$ cat src/hw/rtl/rgbds_pkg.sv
// ---------------------------------------------------------------------------
// rgbds_pkg: shared types, constants and helpers of the RGB565 downscaler
// Field layout of RGB565 pixels and of packed pair sums, register codes and
// the control group passed from the position counters to the datapath.
// ---------------------------------------------------------------------------
package rgbds_pkg;

	localparam int PIX_W        = 16;
	localparam int PAIR_W       = 19;
	localparam int CFG_W        = 11;
	localparam int ROW_W        = 10;
	localparam int HEIGHT_LIMIT = 1024;

	localparam int RED_SHIFT   = 11;
	localparam int GREEN_SHIFT = 5;
	localparam logic [5:0] GREEN_MASK = 6'h3f;
	localparam logic [4:0] FIVE_MASK  = 5'h1f;

	// Register map of the configuration port
	typedef enum logic [0:0] {
		REG_FRAME_WIDTH  = 1'b0,
		REG_FRAME_HEIGHT = 1'b1
	} cfg_reg_t;

	// Where the current pixel sits within its 2x2 block and frame
	typedef struct packed {
		logic odd_col;
		logic odd_row;
		logic last;
	} pos_ctl_t;

	// Per-channel sums of two pixels, packed red 18:13, green 12:6, blue 5:0
	function automatic logic [PAIR_W-1:0] pair_sum(
		input logic [PIX_W-1:0] a,
		input logic [PIX_W-1:0] b
	);
		logic [5:0] r;
		logic [6:0] g;
		logic [5:0] bl;
		r  = {1'b0, a[PIX_W-1:RED_SHIFT]} + {1'b0, b[PIX_W-1:RED_SHIFT]};
		g  = {1'b0, a[RED_SHIFT-1:GREEN_SHIFT] & GREEN_MASK}
			+ {1'b0, b[RED_SHIFT-1:GREEN_SHIFT] & GREEN_MASK};
		bl = {1'b0, a[GREEN_SHIFT-1:0] & FIVE_MASK} + {1'b0, b[GREEN_SHIFT-1:0] & FIVE_MASK};
		return {r, g, bl};
	endfunction

	// Rounded average of two pair sums, packed as RGB565
	function automatic logic [PIX_W-1:0] block_average(
		input logic [PAIR_W-1:0] above,
		input logic [PAIR_W-1:0] cur
	);
		logic [6:0] r;
		logic [7:0] g;
		logic [6:0] bl;
		r  = 7'({1'b0, above[18:13]}) + 7'({1'b0, cur[18:13]}) + 7'd2;
		g  = 8'({1'b0, above[12:6]}) + 8'({1'b0, cur[12:6]}) + 8'd2;
		bl = 7'({1'b0, above[5:0]}) + 7'({1'b0, cur[5:0]}) + 7'd2;
		return {r[6:2] & FIVE_MASK, g[7:2] & GREEN_MASK, bl[6:2] & FIVE_MASK};
	endfunction

endpackage

$ cat src/hw/rtl/rgbds_position.sv
// ---------------------------------------------------------------------------
// rgbds_position: column and row counters
// Track the position of the next pixel, clamp the frame size and flag the
// pixel that closes the last 2x2 block of a frame.
// ---------------------------------------------------------------------------
module rgbds_position
	import rgbds_pkg::*;
#(
	parameter int MAX_WIDTH = 1024,
	localparam int LINE_DEPTH = MAX_WIDTH / 2,
	localparam int IDX_W      = (LINE_DEPTH > 1) ? $clog2(LINE_DEPTH) : 1
) (
	input  logic                      clk,
	input  logic                      arst_n,
	input  logic                      accept,
	input  logic                      start_of_frame,
	input  logic [CFG_W-1:0]          frame_width,
	input  logic [CFG_W-1:0]          frame_height,
	output logic [IDX_W-1:0]          idx,
	output pos_ctl_t                  ctl
);

	localparam int COL_W      = $clog2(MAX_WIDTH);
	localparam int MW_W       = $clog2(MAX_WIDTH + 1);
	localparam int SZ_W       = ((MW_W > CFG_W) ? MW_W : CFG_W) + 1;

	logic [COL_W-1:0] col_q;
	logic [ROW_W-1:0] row_q;
	logic [COL_W-1:0] x;
	logic [ROW_W-1:0] y;
	logic [SZ_W-1:0]  w_eff;
	logic [SZ_W-1:0]  w_ext;
	logic [SZ_W-1:0]  x_next;
	logic [CFG_W-1:0] h_eff;
	logic [CFG_W-1:0] y_next;
	logic             col_end;
	logic             row_end;

	// Clamp the frame size: zero acts as one, oversize acts as the limit
	always_comb begin
		w_ext = SZ_W'(frame_width);
		if (frame_width == '0) begin
			w_eff = SZ_W'(1);
		end else if (w_ext > SZ_W'(MAX_WIDTH)) begin
			w_eff = SZ_W'(MAX_WIDTH);
		end else begin
			w_eff = w_ext;
		end
		if (frame_height == '0) begin
			h_eff = CFG_W'(1);
		end else if (frame_height > CFG_W'(HEIGHT_LIMIT)) begin
			h_eff = CFG_W'(HEIGHT_LIMIT);
		end else begin
			h_eff = frame_height;
		end
	end

	assign x       = start_of_frame ? '0 : col_q;
	assign y       = start_of_frame ? '0 : row_q;
	assign x_next  = SZ_W'(x) + SZ_W'(1);
	assign y_next  = CFG_W'(y) + CFG_W'(1);
	assign col_end = x_next >= w_eff;
	assign row_end = y_next >= h_eff;

	assign idx         = IDX_W'(x >> 1);
	assign ctl.odd_col = x[0];
	assign ctl.odd_row = y[0];
	assign ctl.last    = (x_next == (w_eff & ~SZ_W'(1))) && (y_next == (h_eff & ~CFG_W'(1)));

	always_ff @(posedge clk or negedge arst_n) begin
		if (!arst_n) begin
			col_q <= '0;
			row_q <= '0;
		end else if (accept) begin
			if (col_end) begin
				col_q <= '0;
				row_q <= row_end ? '0 : y_next[ROW_W-1:0];
			end else begin
				col_q <= x_next[COL_W-1:0];
				row_q <= y;
			end
		end
	end

endmodule

$ cat config.mk
export PLATFORM = sky130hd
export DESIGN_NAME = rgbds_position
export DESIGN_NICKNAME = d
export VERILOG_FILES = /design/src/hw/rtl/rgbds_pkg.sv /design/src/hw/rtl/rgbds_position.sv
export SDC_FILE = /design/constraint.sdc
export NUM_CORES = 1
export LEC_CHECK = 0
export BUFFER_PORTS_ARGS = -buffer_cell sky130_fd_sc_hd__buf_4
export CAP_MARGIN = 10
export CELL_PAD_IN_SITES_DETAIL_PLACEMENT = 0
export CELL_PAD_IN_SITES_GLOBAL_PLACEMENT = 1
export CORE_UTILIZATION = 40
export DETAILED_ROUTE_END_ITERATION = 16
export GPL_TIMING_DRIVEN = 0
export PLACE_DENSITY = 0.86
export SLEW_MARGIN = 10
export SYNTH_ARGS = -nofsm -noshare
export SYNTH_HDL_FRONTEND = slang
export SYNTH_SLANG_ARGS = --single-unit
$ cat constraint.sdc
create_clock -name clk -period 10.01 [get_ports clk]
set_clock_uncertainty 0.1 [all_clocks]
set_input_delay 0.5005 -clock clk [delete_from_list [all_inputs] [get_ports clk]]
set_output_delay 0.5005 -clock clk [all_outputs]
set_load 0.005 [all_outputs]
==> flow_summary.toml <==
[power]
p_per_area_mw_per_mm2 = 84.0
peakVddDrop_uv = 41.6
leakage_nw = 1.14
finalPower_uw = 202

[place]
post-place-ws_ns = 5.15
dp.cells = 342
portBuffers = 37
placed_cell_area_mm2 = 0.00235
hpwl_um = 3950
routabilityCongestion = 0.787

[setup_path]
cp_max_fo = 10
path_buf_inv = 5
slowest_stage = "nor4b_4"
critPathLaunchType = "input pin"
cp.depth = 19
critical-path-top-delay-family = "simple AND/OR/NAND/NOR gates"
crit_end = "row_q[6]"
cp-end-kind = "flip-flop"
reg2regPathDepth = 16
critPathMaxStageDelay_ns = 0.54
rr_startpoint = "row_q[0]"
worstSetupStartpoint = "start_of_frame"
worstPathArrival_ns = 4.69
rrSetupSlack_ns = 5.72
rr_endpoint = "row_q[6]"
worstPathCellList = "buf_4, clkbuf_1, buf_4, nor2b_1, ha_1, and4b_1, and3_1, buf_2, nand3_1, xor2_1, nor2_1, ha_1, a21o_1, a21o_1, a221o_1, buf_6, nor4b_4, a22oi_2, o2bb2ai_2"
required_ns = 10.11
critical_path_class = "input pin to flip-flop"

[global_routing]
gr-total-overflow = 0
antenna_found_initial = 0
grt_pass1_wl_um = 8560
grt_pass1_vias = 1797
grt_max_degree = 21
track_usage = 0.208

[die]
dieWidth_um = 72.5
start_util = 0.419
die_h_um = 72.5
io_pins = 38
fp.coreArea_mm2 = 0.00475
die_area_mm2 = 0.00526
rows = 25

[route]
route.detailed.drc = 0
wl_per_cell_um = 14.7
final_antenna_net_count = 0
vias_per_cell = 5.47
dr.first_iter.drc_count = 85
routed_wl_um = 5080
drtPass1Iterations = 4
vias = 1891

[cells_and_area]
n_antenna_cell = 0
postLayoutCoreUtil = 0.506
areaGrowthSynthToFinish_pct = 20.9
nets = 330
stdcell_count = 346
drive_gt1_frac = 0.208
nFillCells = 462
design_area_mm2 = 0.00241

[timing]
final.setup.tns_ns = 0
max_freq_mhz = 218
maxSlewHeadroom = 0.623
rsz0062_at_grt = "false"
setup_violations = 0
layout_setup_ws_ns = 5.42
period_share = 0.459
worst_pin_slew_ns = 0.563
period_minus_slack_ns = 4.59
report.final.slew_viol_count = 0
finalHoldViolCount = 5
timing.hold.ws_ns = -0.00216

[clock_network]
cts_root_buf = "clkbuf_8"
cts_buffers = 3
ctsResizeCount = 0
clk-insertion-delay-late_ns = 0.27
htreeDepth = 1
clock-sinks = 20
cts_tree = "built"
cts.clk_slew.worst_paths_ns = 0.08
ctsHoldBuffers = 0
postCtsSetupBuffers = 0
clockBufferDepth = 2

[logic_synthesis]
ys_warn_count = 0
yosysMostFrequentCell = "nand2_1"
synthDominantAreaCellType = "dfrtp_1"
synth_nets = 288
syn_area_mm2 = 0.00199
synth_commonest_cells = "nand2_1, ha_1, dfrtp_1, nor2_1, nor2b_1"
netlist_instances = 238
synthArstFlopShare = 1.00
synth_area_leaders = "dfrtp_1, ha_1, nand2_1"
ys_seq_area_frac = 0.251
syn_area_per_cell_um2 = 8.36
synth_top_area_frac = 0.251
synth_ff_type = "dfrtp_1"
synthDistinctLibCells = 47
synth_seq_cells = 20
synth_edf_count = 0

[flow_run]
max_cap_violations = 0

[outcome]
outcome = "finished, violations left"
violations = "negative hold slack"

[hold_path]
hp-class = "input pin to asynchronous set/reset pin"
## registers in the layout, summed over array words and instances (netlist names)
name,count
row_q,10
col_q,10
## area by class of cell
type                    count  area (µm²)  share of cell area
plain buffers               9        56.3              0.0234
clock buffers               4        55.1              0.0229
inverters                   7        26.3              0.0109
multi-input cells         202        1410               0.585
flip-flops and latches     20         500               0.208
well taps                  67        83.8              0.0348
repair buffers             37         278               0.115
## power breakdown
part | internal (mW) | total, mW | switching [mW]
clock network | 0.0352 | 0.0651 | 0.0299
logic | 0.0225 | 0.0495 | 0.0270
registers | 0.0837 | 0.0878 | 0.00410
total | 0.141 | 0.202 | 0.0610
## cell usage in the layout, fill, tap and decap left out, types with 2 or more instances in the layout
cell and instances:
nand2_1 41, buf_4 39, ha_1 24, dfrtp_1 20
nor2_1 14, nor2b_1 14, nand3_1 12, o21ai_0 9
o2bb2ai_1 8, xor2_1 7, xnor2_1 7, nor4_1 6
a21oi_1 6, a21o_1 6, o31ai_1 6, and3_1 4
inv_1 4, nand4_1 4, a22o_2 4, clkbuf_8 4
clkinv_1 3, clkbuf_1 3, nand3b_1 3, nor3_1 3
a31oi_1 2, nand4b_1 2, o2111ai_1 2, nor3b_1 2
## per-layer routing
metal	vias up	global-route usage	part of all wire
met1	876	0.311	0.52
li1	956	-	-
met2	54	0.322	0.44
met3	5	0.00833	0.036
met5	-	0	0
met4	0	0.0675	0.013
## how the worst min path moves through the flow
stage,start,to,slack [ns]
6_report,arst_n,row_q[4],-0.002
5_1_grt,arst_n,row_q[9],0.02
4_1_cts,arst_n,row_q[9],0.01
3_5_place_dp,arst_n,row_q[9],0.30
3_3_place_gp,arst_n,row_q[9],0.30
2_1_floorplan,arst_n,col_q[0],0.10
## kinds of logic (layout without fill, tap and decap cells)
group / Yosys count / after routing / synth area share
and+or+nand+nor: 109 / 109 / 0.282
adders and majority gates: 24 / 24 / 0.151
xor gates and xnor gates: 14 / 14 / 0.0616
AOI/OAI and AO/OA: 54 / 54 / 0.208
muxes: 1 / 1 / 0.00503
DFF: 20 / 20 / 0.251
buffers and inverters: 16 / 57 / 0.0415
No activity file was read; power rests on OpenSTA's default activity.
