--- src/hw/rtl/rgbds_pkg.sv ---
// ---------------------------------------------------------------------------
// rgbds_pkg: shared types, constants and helpers of the RGB565 downscaler
// Field layout of RGB565 pixels and of packed pair sums, register codes and
// the control group passed from the position counters to the datapath.
// ---------------------------------------------------------------------------
package rgbds_pkg;

	localparam int PIX_W        = 16;
	localparam int PAIR_W       = 19;
	localparam int CFG_W        = 11;
	localparam int ROW_W        = 10;
	localparam int HEIGHT_LIMIT = 1024;

	localparam int RED_SHIFT   = 11;
	localparam int GREEN_SHIFT = 5;
	localparam logic [5:0] GREEN_MASK = 6'h3f;
	localparam logic [4:0] FIVE_MASK  = 5'h1f;

	// Register map of the configuration port
	typedef enum logic [0:0] {
		REG_FRAME_WIDTH  = 1'b0,
		REG_FRAME_HEIGHT = 1'b1
	} cfg_reg_t;

	// Where the current pixel sits within its 2x2 block and frame
	typedef struct packed {
		logic odd_col;
		logic odd_row;
		logic last;
	} pos_ctl_t;

	// Per-channel sums of two pixels, packed red 18:13, green 12:6, blue 5:0
	function automatic logic [PAIR_W-1:0] pair_sum(
		input logic [PIX_W-1:0] a,
		input logic [PIX_W-1:0] b
	);
		logic [5:0] r;
		logic [6:0] g;
		logic [5:0] bl;
		r  = {1'b0, a[PIX_W-1:RED_SHIFT]} + {1'b0, b[PIX_W-1:RED_SHIFT]};
		g  = {1'b0, a[RED_SHIFT-1:GREEN_SHIFT] & GREEN_MASK}
			+ {1'b0, b[RED_SHIFT-1:GREEN_SHIFT] & GREEN_MASK};
		bl = {1'b0, a[GREEN_SHIFT-1:0] & FIVE_MASK} + {1'b0, b[GREEN_SHIFT-1:0] & FIVE_MASK};
		return {r, g, bl};
	endfunction

	// Rounded average of two pair sums, packed as RGB565
	function automatic logic [PIX_W-1:0] block_average(
		input logic [PAIR_W-1:0] above,
		input logic [PAIR_W-1:0] cur
	);
		logic [6:0] r;
		logic [7:0] g;
		logic [6:0] bl;
		r  = 7'({1'b0, above[18:13]}) + 7'({1'b0, cur[18:13]}) + 7'd2;
		g  = 8'({1'b0, above[12:6]}) + 8'({1'b0, cur[12:6]}) + 8'd2;
		bl = 7'({1'b0, above[5:0]}) + 7'({1'b0, cur[5:0]}) + 7'd2;
		return {r[6:2] & FIVE_MASK, g[7:2] & GREEN_MASK, bl[6:2] & FIVE_MASK};
	endfunction

endpackage

--- src/hw/rtl/rgbds_if.sv ---


interface rgbds_out_if;
	logic        valid;
	logic        ready;
	logic [15:0] scaled_pixel;
	logic        last_of_frame;

	modport source (output valid, output scaled_pixel, output last_of_frame, input ready);
	modport sink (input valid, input scaled_pixel, input last_of_frame, output ready);
endinterface

--- src/hw/rtl/rgbds_average.sv ---
// ---------------------------------------------------------------------------
// rgbds_average: block average and output register
// Combine the stored and current pair sums, round, and hold the result beat
// until the sink takes it.
// ---------------------------------------------------------------------------
module rgbds_average
	import rgbds_pkg::*;
(
	input  logic              clk,
	input  logic              arst_n,
	input  logic              valid_s1,
	input  logic [PAIR_W-1:0] above_s1,
	input  logic [PAIR_W-1:0] cur_s1,
	input  logic              last_s1,
	output logic              advance,
	rgbds_out_if.source       pix_out
);

	logic              valid_q;
	logic [PIX_W-1:0]  scaled_q;
	logic              last_q;

	assign advance = !valid_q || pix_out.ready;

	always_ff @(posedge clk or negedge arst_n) begin
		if (!arst_n) begin
			valid_q <= 1'b0;
		end else if (advance) begin
			valid_q <= valid_s1;
		end
	end

	always_ff @(posedge clk) begin
		if (advance && valid_s1) begin
			scaled_q <= block_average(above_s1, cur_s1);
			last_q   <= last_s1;
		end
	end

	assign pix_out.valid         = valid_q;
	assign pix_out.scaled_pixel  = scaled_q;
	assign pix_out.last_of_frame = last_q;

endmodule

--- src/flat_wrapper.sv ---
// flat-port wrapper written by rule: the top's interface ports become plain ports
module rgbds_average_flat import rgbds_pkg::*;
  (clk, arst_n, valid_s1, above_s1, cur_s1, last_s1, advance, pix_out_valid, pix_out_scaled_pixel, pix_out_last_of_frame, pix_out_ready);
  rgbds_out_if pix_out_i ();
  input  logic clk;
  input  logic arst_n;
  input  logic valid_s1;
  input  logic [PAIR_W-1:0] above_s1;
  input  logic [PAIR_W-1:0] cur_s1;
  input  logic last_s1;
  output logic advance;
  output wire logic [$bits(pix_out_i.valid)-1:0] pix_out_valid;
  output wire logic [$bits(pix_out_i.scaled_pixel)-1:0] pix_out_scaled_pixel;
  output wire logic [$bits(pix_out_i.last_of_frame)-1:0] pix_out_last_of_frame;
  input wire logic [$bits(pix_out_i.ready)-1:0] pix_out_ready;
  assign pix_out_valid = pix_out_i.valid;
  assign pix_out_scaled_pixel = pix_out_i.scaled_pixel;
  assign pix_out_last_of_frame = pix_out_i.last_of_frame;
  assign pix_out_i.ready = pix_out_ready;
  rgbds_average u_core (.clk(clk), .arst_n(arst_n), .valid_s1(valid_s1), .above_s1(above_s1), .cur_s1(cur_s1), .last_s1(last_s1), .advance(advance), .pix_out(pix_out_i));
endmodule
--- config.mk ---
export PLATFORM = sky130hd
export DESIGN_NAME = rgbds_average_flat
export DESIGN_NICKNAME = d
export VERILOG_FILES = /design/src/hw/rtl/rgbds_pkg.sv /design/src/hw/rtl/rgbds_if.sv /design/src/hw/rtl/rgbds_average.sv /design/src/flat_wrapper.sv
export SDC_FILE = /design/constraint.sdc
export NUM_CORES = 1
export LEC_CHECK = 0
export BUFFER_PORTS_ARGS = -buffer_cell sky130_fd_sc_hd__buf_4
export CAP_MARGIN = 5
export CORE_ASPECT_RATIO = 1.5
export CORE_UTILIZATION = 43
export CTS_CLUSTER_SIZE = 25
export DETAILED_ROUTE_END_ITERATION = 6
export PLACE_DENSITY = 0.87
export SLEW_MARGIN = 15
export SYNTH_ARGS = -nofsm -noshare
export SYNTH_HDL_FRONTEND = slang
export SYNTH_SLANG_ARGS = --single-unit
--- constraint.sdc ---
create_clock -name clk -period 1.3 [get_ports clk]
set_clock_uncertainty 0.05 [all_clocks]
set_input_delay 0.065 -clock clk [delete_from_list [all_inputs] [get_ports clk]]
set_output_delay 0.065 -clock clk [all_outputs]
set_load 0.1 [all_outputs]
==> summary.txt, run 1 <==
Outcome
  – Status: complete, but fails checks
  – Failing checks: negative setup slack

Global route
  – First-pass GRT wire length: 6.52 mm
  – Vias in the first global route: 1508
  – GRT busiest layer: met2
  – Pin count of the biggest net entering global routing: 18
  – GRT overflow: 0
  – Met1 Resource Use GR: 0.240
  – GR Util met3: 0.0271
  – Met2 Resource Use GR: 0.482
  – Antenna violations before repair: 0
  – GR Util All Layers: 0.243

Pwr
  – Cell-internal power: 1590 uW
  – Switching Fraction: 0.408
  – Combinational Power Share: 0.571
  – Total power per unit cell area: 997 nW/um2
  – Total power: 2680 uW
  – Leakage power: 0.00114 uW
  – Clock share of power: 0.145
  – Sequential Power Share: 0.284
  – Net switching power: 1090 uW
  – Max IR drop VDD: 0.000799 V

Clock tree
  – CTS tree: yes
  – CTS buffer count: 3
  – Clk_lat worst skew: 250 ps
  – Clk sinks: 18
  – Clk slew on worst S/H paths: 60 ps
  – CTS H-tree depth: 1
  – CTS max path bufs: 2
  – Root Buffer Master: clkbuf_8

Setup path
  – CP arrival: 1490 ps
  – CP Data Required Time: 1250 ps
  – Buf/Inv on CP: 1
  – Crit path max fanout: 4
  – Critical path class: in -> reg
  – Slowest stage delay, CP: 320 ps
  – CP delay by family, top: compound AO/OA/AOI/OAI gates
  – CP Launch Point: above_s1[11]
  – Reg-to-reg critical path startpoint: u_core.pix_out.valid
  – Worst Setup End Kind: flop
  – Setup crit start kind: input port
  – CP cell instances: buf_4, ha_1, ha_4, nor2b_1, a22oi_1, o21ai_1, a211o_1
  – Crit-path slowest cell: ha_1

Timing
  – # setup viols final: 8
  – Final Hold Viols: 0
  – Max Clock Freq: 0.651 GHz
  – Fin crit share: 1.18
  – Fin Setup TNS: -1060 ps
  – Setup ws final: -237 ps
  – Measured slew at the worst slew-check pin: 396 ps
  – Min Tclk post-route: 1540 ps
  – Slew Viols, Final: 0
  – Relative slew slack: 0.733
  – Unrepaired setup endpoints after global routing: yes

Die
  – Die area: 3600 um2
  – Initial core utilization: 0.453
  – Die height: 73 um
  – Core Area: 3190 um2
  – # rows: 25
  – # IOs: 62
  – Die width: 49.3 um

Worst hold path
  – Worst hold-check path type: in -> reg
  – Hold wc startpoint: pix_out_ready

Finish
  – Final Non-Filler Cells: 264
  – Commonest non-fill, non-tap cell in the layout: buf_4
  – Final core area utilization: 0.842
  – # fillers: 158
  – Share of cells above drive strength 1: 0.629
  – Nets: 300
  – Multi-input gate area: 1210 um2
  – Most frequent cells in the layout: buf_4 (76), ha_4 (26), edfxtp_1 (17)
  – # diodes: 0
  – Sequential Area: 539 um2
  – Area delta synth->final: 86.0%

Synthesis
  – Post-Syn Area: 1450 um2
  – #FFs+latches synth: 18
  – Yosys warnings: 0
  – Cells after synthesis: 130
  – Post-Syn Nets: 205
  – Syn_area_per_cell: 11.1 um2
  – Sequential fraction of the synthesis area: 0.371
  – Post-synthesis cell type count: 32

Place
  – IO buf count: 61
  – Placer Congestion: 0.852
  – Dpl cells: 254
  – HPWL Detailed: 2.98 mm

Detailed routing
  – Post-DR vias/cell: 5.39
  – WL/cell: 15.8 um
  – DR vias: 1422
  – Total Routed Length: 4.17 mm
  – Iteration-0 DRC Markers: 20
  – Drt first pass iters: 4
  – DRC: 0
  – DRT antenna net count: 0

Job
  – Max Cap Violations: 0
[what timing repair did]
action                                 CTS  global route
pin swaps                               16             1
resized for setup                       24            10
setup buffers                            2             1
endpoints found under the hold margin    3             0
hold buffers                             3             0
setup endpoints to repair                8             9
[routing by layer]
layer / up-vias / wire [um]
met5: - / 0
met4: 0 / 146
met3: 14 / 180
met2: 58 / 2370
met1: 676 / 1480
li1: 674 / -
[per-stage QoR]
step                      area (um2)  hold WS [ps]  worst slack [ps]
after floorplan                 1730          -281              -305
after global placement          2410          -210              -475
after detailed placement        2410          -207              -528
final                           2690          52.6              -237
after global routing            2690          65.7              -302
after CTS                       2640          55.1              -237
[cells in the mapped netlist]
master,n,area [um2]
nor4b_1,1,8.76
nand2b_1,2,12.5
and3_1,1,6.26
a211o_1,2,17.5
dfrtp_1,1,25.0
a311o_1,2,20.0
nor4_1,2,12.5
nand2_1,1,3.75
o211ai_1,1,7.51
nand3b_1,2,15.0
nor2b_4,1,13.8
a22oi_1,1,7.51
fa_1,3,60.1
xnor2_1,4,35.0
a21o_1,2,15.0
xor2_1,1,8.76
or4_1,1,7.51
ha_1,29,363
nor2_1,6,22.5
nor3_1,2,10.0
and2_1,1,6.26
nor2b_1,1,6.26
nor3b_1,1,7.51
inv_1,19,71.3
edfxtp_1,17,510
o21a_1,4,30.0
a31oi_1,1,6.26
and4b_1,3,30.0
nand3_1,1,5.00
o21ai_0,6,30.0
o31a_1,4,35.0
a21oi_1,7,35.0
[sequential cells by signal (all words and copies together) (netlist names)]
name / count
u_core.pix_out.scaled_pixel: 16
u_core.pix_out.last_of_frame: 1
u_core.pix_out.valid: 1
[cell type report]
type	instances	share of cell area
clock buffer	4	0.0168
inverter	19	0.0396
multi-input combinational	93	0.451
sequential	18	0.201
tap	40	0.0186
timing repair buffer	90	0.274
[cell families (layout without fill, tap and decap cells)]
group	Yosys count	after routing	share of synthesized area
buffers and inverters	19	113	0.0494
AOI/OAI and AO/OA	30	30	0.141
DFF	18	18	0.371
xor gates and xnor gates	5	5	0.0303
adders and majority gates	32	32	0.293
and+or+nand+nor	26	26	0.116
[power by group through the flow]
stage                     Clock, uW  Combinational (uW)  Sequential [uW]
after global routing            417                1620              766
after detailed placement          0                1380              774
after CTS                       383                1470              761
final                           388                1530              762
after floorplan                   0                 497             1230
after global placement            0                1330              770
[tightest hold or removal path: cells and delay by family]
family	cells	cell delay (ps)
and+or+nand+nor	2	170
buffers and inverters	1	80
[final timing paths]
check | slack (ps) | depth (start not counted) | end
worst max-delay path | -240 | 7 | u_core.pix_out.scaled_pixel[9]
worst min-delay path | 50 | 3 | u_core.pix_out.valid
worst max register to register | 90 | 2 | u_core.pix_out.scaled_pixel[0]
worst min register to register | 540 | 2 | u_core.pix_out.valid
max in group asynchronous | 990 | 2 | u_core.pix_out.valid
min in group asynchronous | 110 | 2 | u_core.pix_out.valid
No activity file was read; power rests on OpenSTA's default activity.
==> inputs of run 2 (changes only) <==
==> constraint.sdc (replaced) <==
create_clock -name clk -period 1.3 [get_ports clk]
set_clock_uncertainty 0.05 [all_clocks]
set_input_delay 0.065 -clock clk [delete_from_list [all_inputs] [get_ports clk]]
set_output_delay 0.065 -clock clk [all_outputs]
set_load 0.01 [all_outputs]
==> run 2 against run 1 <==
The run still ends with negative setup slack left. Clock-buffer cell count did not move. Flip-flop and latch count did not move. Non-clock buffer count rose by 7. Sequential share of layout area fell by 0.96 points. Register-to-register slack barely moved. Global-route usage rose by 1.6 points. Critical path depth rose by 2. Die area did not move. Combinational power fell by 22%. Via count rose by 3.9%. First-iteration DRC count rose by 65%. Wire length rose by 17%. Largest cell class unchanged. Highest routed layer unchanged.
==> summary.txt, run 2 (synthesis results as in run 1) <==
Detailed routing
  – Iteration-0 DRC Markers: 33 (+65%)
  – Total Routed Length: 4.89 mm (+17%)
  – Drt first pass iters: 4 (unchanged)
  – Post-DR vias/cell: 5.45 (+1.2%)
  – WL/cell: 18.0 um (+14%)
  – DRT antenna net count: 0 (unchanged)
  – DR vias: 1477 (+3.9%)
  – DRC: 0 (unchanged)

Clock tree
  – Root Buffer Master: clkbuf_8
  – Clk slew on worst S/H paths: 70 ps (about the same)
  – CTS tree: yes
  – Clk_lat worst skew: 240 ps (about the same)
  – CTS max path bufs: 2 (unchanged)
  – Clk sinks: 18 (unchanged)
  – CTS H-tree depth: 1 (unchanged)
  – CTS buffer count: 3 (unchanged)

Finish
  – Share of cells above drive strength 1: 0.649 (+0.0199)
  – # diodes: 0 (unchanged)
  – Commonest non-fill, non-tap cell in the layout: buf_4
  – Nets: 307 (+2.3%)
  – Design Area, Final: 2800 um2 (+4.3%)
  – Area delta synth->final: 93.9%
  – Most frequent cells in the layout: buf_4 (75), ha_4 (27), edfxtp_1 (17)
  – Max FFs per register: 16 (unchanged)

Outcome
  – Status: complete, but fails checks
  – Failing checks: negative setup slack

Timing
  – # setup viols final: 9 (+1)
  – Setup ws final: -341 ps (-104 ps)
  – Final Hold Viols: 0 (unchanged)
  – Unrepaired setup endpoints after global routing: yes
  – Measured slew at the worst slew-check pin: 297 ps (-99.9 ps)
  – Min Tclk post-route: 1640 ps (+104 ps)
  – Relative slew slack: 0.800 (+0.0673)
  – Fin crit share: 1.26 (+0.0799)
  – Max Clock Freq: 0.609 GHz (-6.3%)
  – Slew Viols, Final: 0 (unchanged)

Die
  – Die width: 49.3 um (unchanged)
  – # IOs: 62 (unchanged)
  – # rows: 25 (unchanged)
  – Die height: 73 um (unchanged)
  – Die area: 3600 um2 (unchanged)
  – Core Area: 3190 um2 (unchanged)
  – Initial core utilization: 0.453 (unchanged)

Pwr
  – Total power per unit cell area: 840 nW/um2 (-16%)
  – Leakage power: 0.00119 uW (+4.1%)
  – Max IR drop VDD: 0.000571 V (-29%)

Setup path
  – Crit path max fanout: 3 (-1)
  – Reg2reg end: u_core.pix_out.scaled_pixel[7]
  – Critical path class: in -> reg
  – Worst Setup End Kind: flop
  – Setup crit start kind: input port
  – CP Data Required Time: 1230 ps (-20 ps)
  – Slowest stage delay, CP: 390 ps (+70 ps)
  – Crit-path slowest cell: fa_2
  – CP arrival: 1580 ps (+90 ps)
  – Reg2reg path depth: 3 (+1)
  – CP cell instances: buf_8, inv_12, ha_4, nand3b_1, fa_2, nor2b_4, o31a_1, or4_4, nand3_2
  – Reg-to-reg critical path startpoint: u_core.pix_out.valid
  – Slack of the worst reg-to-reg path: 90 ps (about the same)

Place
  – HPWL Detailed: 3.10 mm (+3.9%)
  – Placed instance area: 2400 um2 (-0.10%)
  – Placer Congestion: 0.768 (-9.9%)
  – Pre-CTS setup slack: -539 ps (-11.1 ps)
  – IO buf count: 61 (unchanged)

Global route
  – GRT overflow: 0 (unchanged)
  – Vias in the first global route: 1613 (+7.0%)
  – Pin count of the biggest net entering global routing: 18 (unchanged)
  – Antenna violations before repair: 0 (unchanged)
  – GR Util All Layers: 0.258 (+0.0158)
  – First-pass GRT wire length: 7.01 mm (+7.5%)

Job
  – Max Cap Violations: 0 (unchanged)

Worst hold path
  – Worst hold-check path type: in -> async
==> run 2: changes by cell type in the layout (fill, tap and decap cells not counted), sizes merged <==
cell,before,now
buf,87,94
==> run 2: power breakdown <==
part           internal (uW)  switching (uW)  leakage (uW)  total, uW
combinational            685             507      0.000994       1190
sequential               737            21.8      0.000173        759
clock                    217             188     0.0000228        405
==> run 2: critical path, delay by kind of cell <==
family,cells,cell delay [ps]
AOI/OAI and AO/OA,1,220
adders and majority gates,2,610
and+or+nand+nor,4,550
buffers and inverters,2,120
==> run 2: worst max path at each step <==
stage	from	end
2_1_floorplan	above_s1[15]	u_core.pix_out.scaled_pixel[15]
3_3_place_gp	above_s1[15]	u_core.pix_out.scaled_pixel[15]
3_5_place_dp	above_s1[7]	u_core.pix_out.scaled_pixel[10]
4_1_cts	above_s1[7]	u_core.pix_out.scaled_pixel[10]
5_1_grt	above_s1[7]	u_core.pix_out.scaled_pixel[10]
6_report	above_s1[7]	u_core.pix_out.scaled_pixel[10]
==> run 2: layer usage <==
metal / global-route usage / routed length (um)
met3: 0.0292 / 209
met5: 0 / 0
met2: 0.557 / 2860
met1: 0.241 / 1660
met4: 0.0752 / 148
==> run 2: what timing repair did <==
action | 4_1_cts | 5_1_grt
endpoints found under the hold margin | 3 | 0
gates resized for setup | 33 | 13
hold buffers | 3 | 0
pin swaps | 20 | 9
setup buffers | 4 | 2
cloned | 0 | 0
endpoints found under the setup margin | 8 | 9
==> run 2: cell type report <==
type	instances	area (um2)
clock buffer	4	45.0
fill	150	388
inverter	19	114
multi-input combinational	93	1230
sequential	18	536
tap	40	50.0
timing repair buffer	97	823
==> run 2: per-stage QoR <==
step | hold WS, ps | util | setup TNS [ps] | total power, uW | cells
2_1_floorplan | -281 | - | -1510 | 1270 | 130
5_1_grt | 95.7 | 0.878 | -1890 | 2460 | 271
3_3_place_gp | -210 | 0.753 | -4220 | 1650 | 258
4_1_cts | 82.0 | 0.847 | -1260 | 2240 | 269
6_report | 91.2 | 0.878 | -1480 | 2360 | 271
3_5_place_dp | -209 | 0.753 | -4750 | 1720 | 258
==> inputs of run 3 (changes only) <==
--- a/config.mk
+++ b/config.mk
@@ -8,10 +8,11 @@
 export BUFFER_PORTS_ARGS = -buffer_cell sky130_fd_sc_hd__buf_4
 export CAP_MARGIN = 5
 export CORE_ASPECT_RATIO = 1.5
-export CORE_UTILIZATION = 43
+export CORE_UTILIZATION = 44
+export CTS_BUF_LIST = sky130_fd_sc_hd__clkbuf_4 sky130_fd_sc_hd__clkbuf_8
 export CTS_CLUSTER_SIZE = 25
 export DETAILED_ROUTE_END_ITERATION = 6
-export PLACE_DENSITY = 0.87
+export PLACE_DENSITY = 0.89
 export SLEW_MARGIN = 15
 export SYNTH_ARGS = -nofsm -noshare
 export SYNTH_HDL_FRONTEND = slang
==> run 3 against run 2 <==
Core utilization grew 2.4 points. Die area shrank 2.2%. Sequential share of layout area shrank 0.14 points. Register-to-register slack lost 40 ps. Global-route usage grew 6.9 points. Largest cell class unchanged. Critical path type unchanged. Via count grew 10%. The flow still finishes with violations (negative setup slack). Hold slack lost 77 ps. Flip-flop and latch count is the same. Clock power grew 23%. Sequential power grew 1%. Cell area grew 0.71%. Final cell count shrank 0.37%.
==> summary.txt, run 3 (synthesis results as in run 1) <==
Global route
  – First-pass GRT wire length: 8.47 mm (+21%)
  – Met1 Resource Use GR: 0.337 (+0.0958)
  – Pin count of the biggest net entering global routing: 18 (unchanged)
  – GRT overflow: 0 (unchanged)
  – Antenna violations before repair: 0 (unchanged)
  – GR Util All Layers: 0.327 (+0.0686)
  – GRT busiest layer: met2
  – GR Util met3: 0.0440 (+0.0149)
  – Vias in the first global route: 1644 (+1.9%)
  – Met2 Resource Use GR: 0.637 (+0.0803)

Die
  – Die width: 48.8 um (-1.1%)
  – # rows: 25 (unchanged)
  – Die area: 3520 um2 (-2.2%)
  – Die height: 72.2 um (-1.1%)
  – Core Area: 3130 um2 (-2.0%)
  – Initial core utilization: 0.462 (+0.00906)
  – # IOs: 62 (unchanged)

Setup path
  – CP Data Required Time: 1390 ps (+160 ps)
  – Slowest stage delay, CP: 430 ps (+40 ps)
  – Worst Setup End Kind: flop
  – CP delay by family, top: simple AND/OR/NAND/NOR gates
  – CP cell instances: buf_8, inv_12, ha_4, nand3b_1, fa_2, nor2b_4, o31a_1, or4_1, nand3_1
  – Buf/Inv on CP: 2 (unchanged)
  – Crit path max fanout: 3 (unchanged)
  – CP arrival: 1690 ps (+110 ps)
  – Crit-path slowest cell: or4_1
  – Setup crit start kind: input port
  – Critical path class: in -> reg

Timing
  – Max Clock Freq: 0.625 GHz (+2.6%)
  – Final Hold Viols: 0 (unchanged)
  – Hold WS: 14.3 ps (-76.9 ps)
  – Setup ws final: -300 ps (+40.9 ps)
  – Fin crit share: 1.23 (-0.0315)
  – Slew Viols, Final: 0 (unchanged)
  – Unrepaired setup endpoints after global routing: yes
  – Fin Setup TNS: -1350 ps (+130 ps)
  – # setup viols final: 11 (+2)
  – Min Tclk post-route: 1600 ps (-40.9 ps)
  – Relative slew slack: 0.806 (+0.00543)
  – Measured slew at the worst slew-check pin: 288 ps (-8.05 ps)

Finish
  – Commonest non-fill, non-tap cell in the layout: buf_4
  – Share of cells above drive strength 1: 0.678 (+0.0289)
  – Area delta synth->final: 95.3%
  – Most frequent cells in the layout: buf_4 (78), ha_4 (27), edfxtp_1 (17)
  – Max FFs per register: 16 (unchanged)
  – Nets: 306 (-0.33%)
  – # diodes: 0 (unchanged)
  – Final core area utilization: 0.902 (+0.0240)

Place
  – HPWL Detailed: 3.31 mm (+6.9%)
  – IO buf count: 61 (unchanged)
  – Placer Congestion: 0.859 (+12%)

Detailed routing
  – DRT antenna net count: 0 (unchanged)
  – Drt first pass iters: 5 (+1)
  – WL/cell: 23.0 um (+28%)
  – Total Routed Length: 6.21 mm (+27%)
  – DRC: 0 (unchanged)
  – Post-DR vias/cell: 6.02 (+10%)
  – DR vias: 1626 (+10%)
  – Iteration-0 DRC Markers: 96 (+190%)

Clock tree
  – CTS max path bufs: 2 (unchanged)
  – Clk slew on worst S/H paths: 80 ps (about the same)
  – Root Buffer Master: clkbuf_8
  – Clk sinks: 18 (unchanged)
  – CTS tree: yes
  – CTS buffer count: 3 (unchanged)
  – CTS H-tree depth: 1 (unchanged)
  – Clk_lat worst skew: 270 ps (+30 ps)

Pwr
  – Total power per unit cell area: 904 nW/um2 (+7.5%)
  – Total power: 2550 uW (+8.3%)
  – Max IR drop VDD: 0.000549 V (-3.8%)
  – Leakage power: 0.00120 uW (+0.59%)

Outcome
  – Status: complete, but fails checks
  – Failing checks: negative setup slack

Worst hold path
  – Worst hold-check path type: in -> reg

Job
  – Max Cap Violations: 0 (unchanged)
[run 3: path summary, 6_finish.rpt]
check,slack (ps),from,endpoint,depth (start not counted)
max,-300,above_s1[7],u_core.pix_out.scaled_pixel[10],9
min,10,valid_s1,u_core.pix_out.valid,2
max reg2reg,50,u_core.pix_out.valid,u_core.pix_out.scaled_pixel[11],3
min reg2reg,640,u_core.pix_out.valid,u_core.pix_out.valid,2
max in group asynchronous,1060,arst_n,u_core.pix_out.valid,2
min in group asynchronous,60,arst_n,u_core.pix_out.valid,2
[run 3: metal layers]
layer	wire (um)	share of wire
met1	2060	0.33
met2	3240	0.52
met3	540	0.087
met4	367	0.059
met5	0	0
[run 3: final cells by class]
class	count	area (um2)
inverter	19	114
fill	127	305
timing repair buffer	96	806
multi-input combinational	93	1260
tap	40	50.0
sequential	18	536
clock buffer	4	55.1
[run 3: report_power, final]
group	total [uW]	switching, uW	internal (uW)
Clock	500	229	271
Sequential	769	31.5	738
Combinational	1280	568	713
Total	2550	828	1720
[run 3: through the flow]
stage	area [um2]	std cells	setup slack, ps
2_1_floorplan	1680	130	-332
5_1_grt	2820	270	-394
6_report	2820	270	-300
3_5_place_dp	2380	255	-570
4_1_cts	2720	267	-267
3_3_place_gp	2380	255	-483
[run 3: repair_timing]
item	CTS	global route
setup buffers	6	4
cloned	0	0
pin swaps	23	9
setup endpoints to repair	8	12
endpoints found under the hold margin	2	0
resized for setup	37	14
hold buffers	2	0
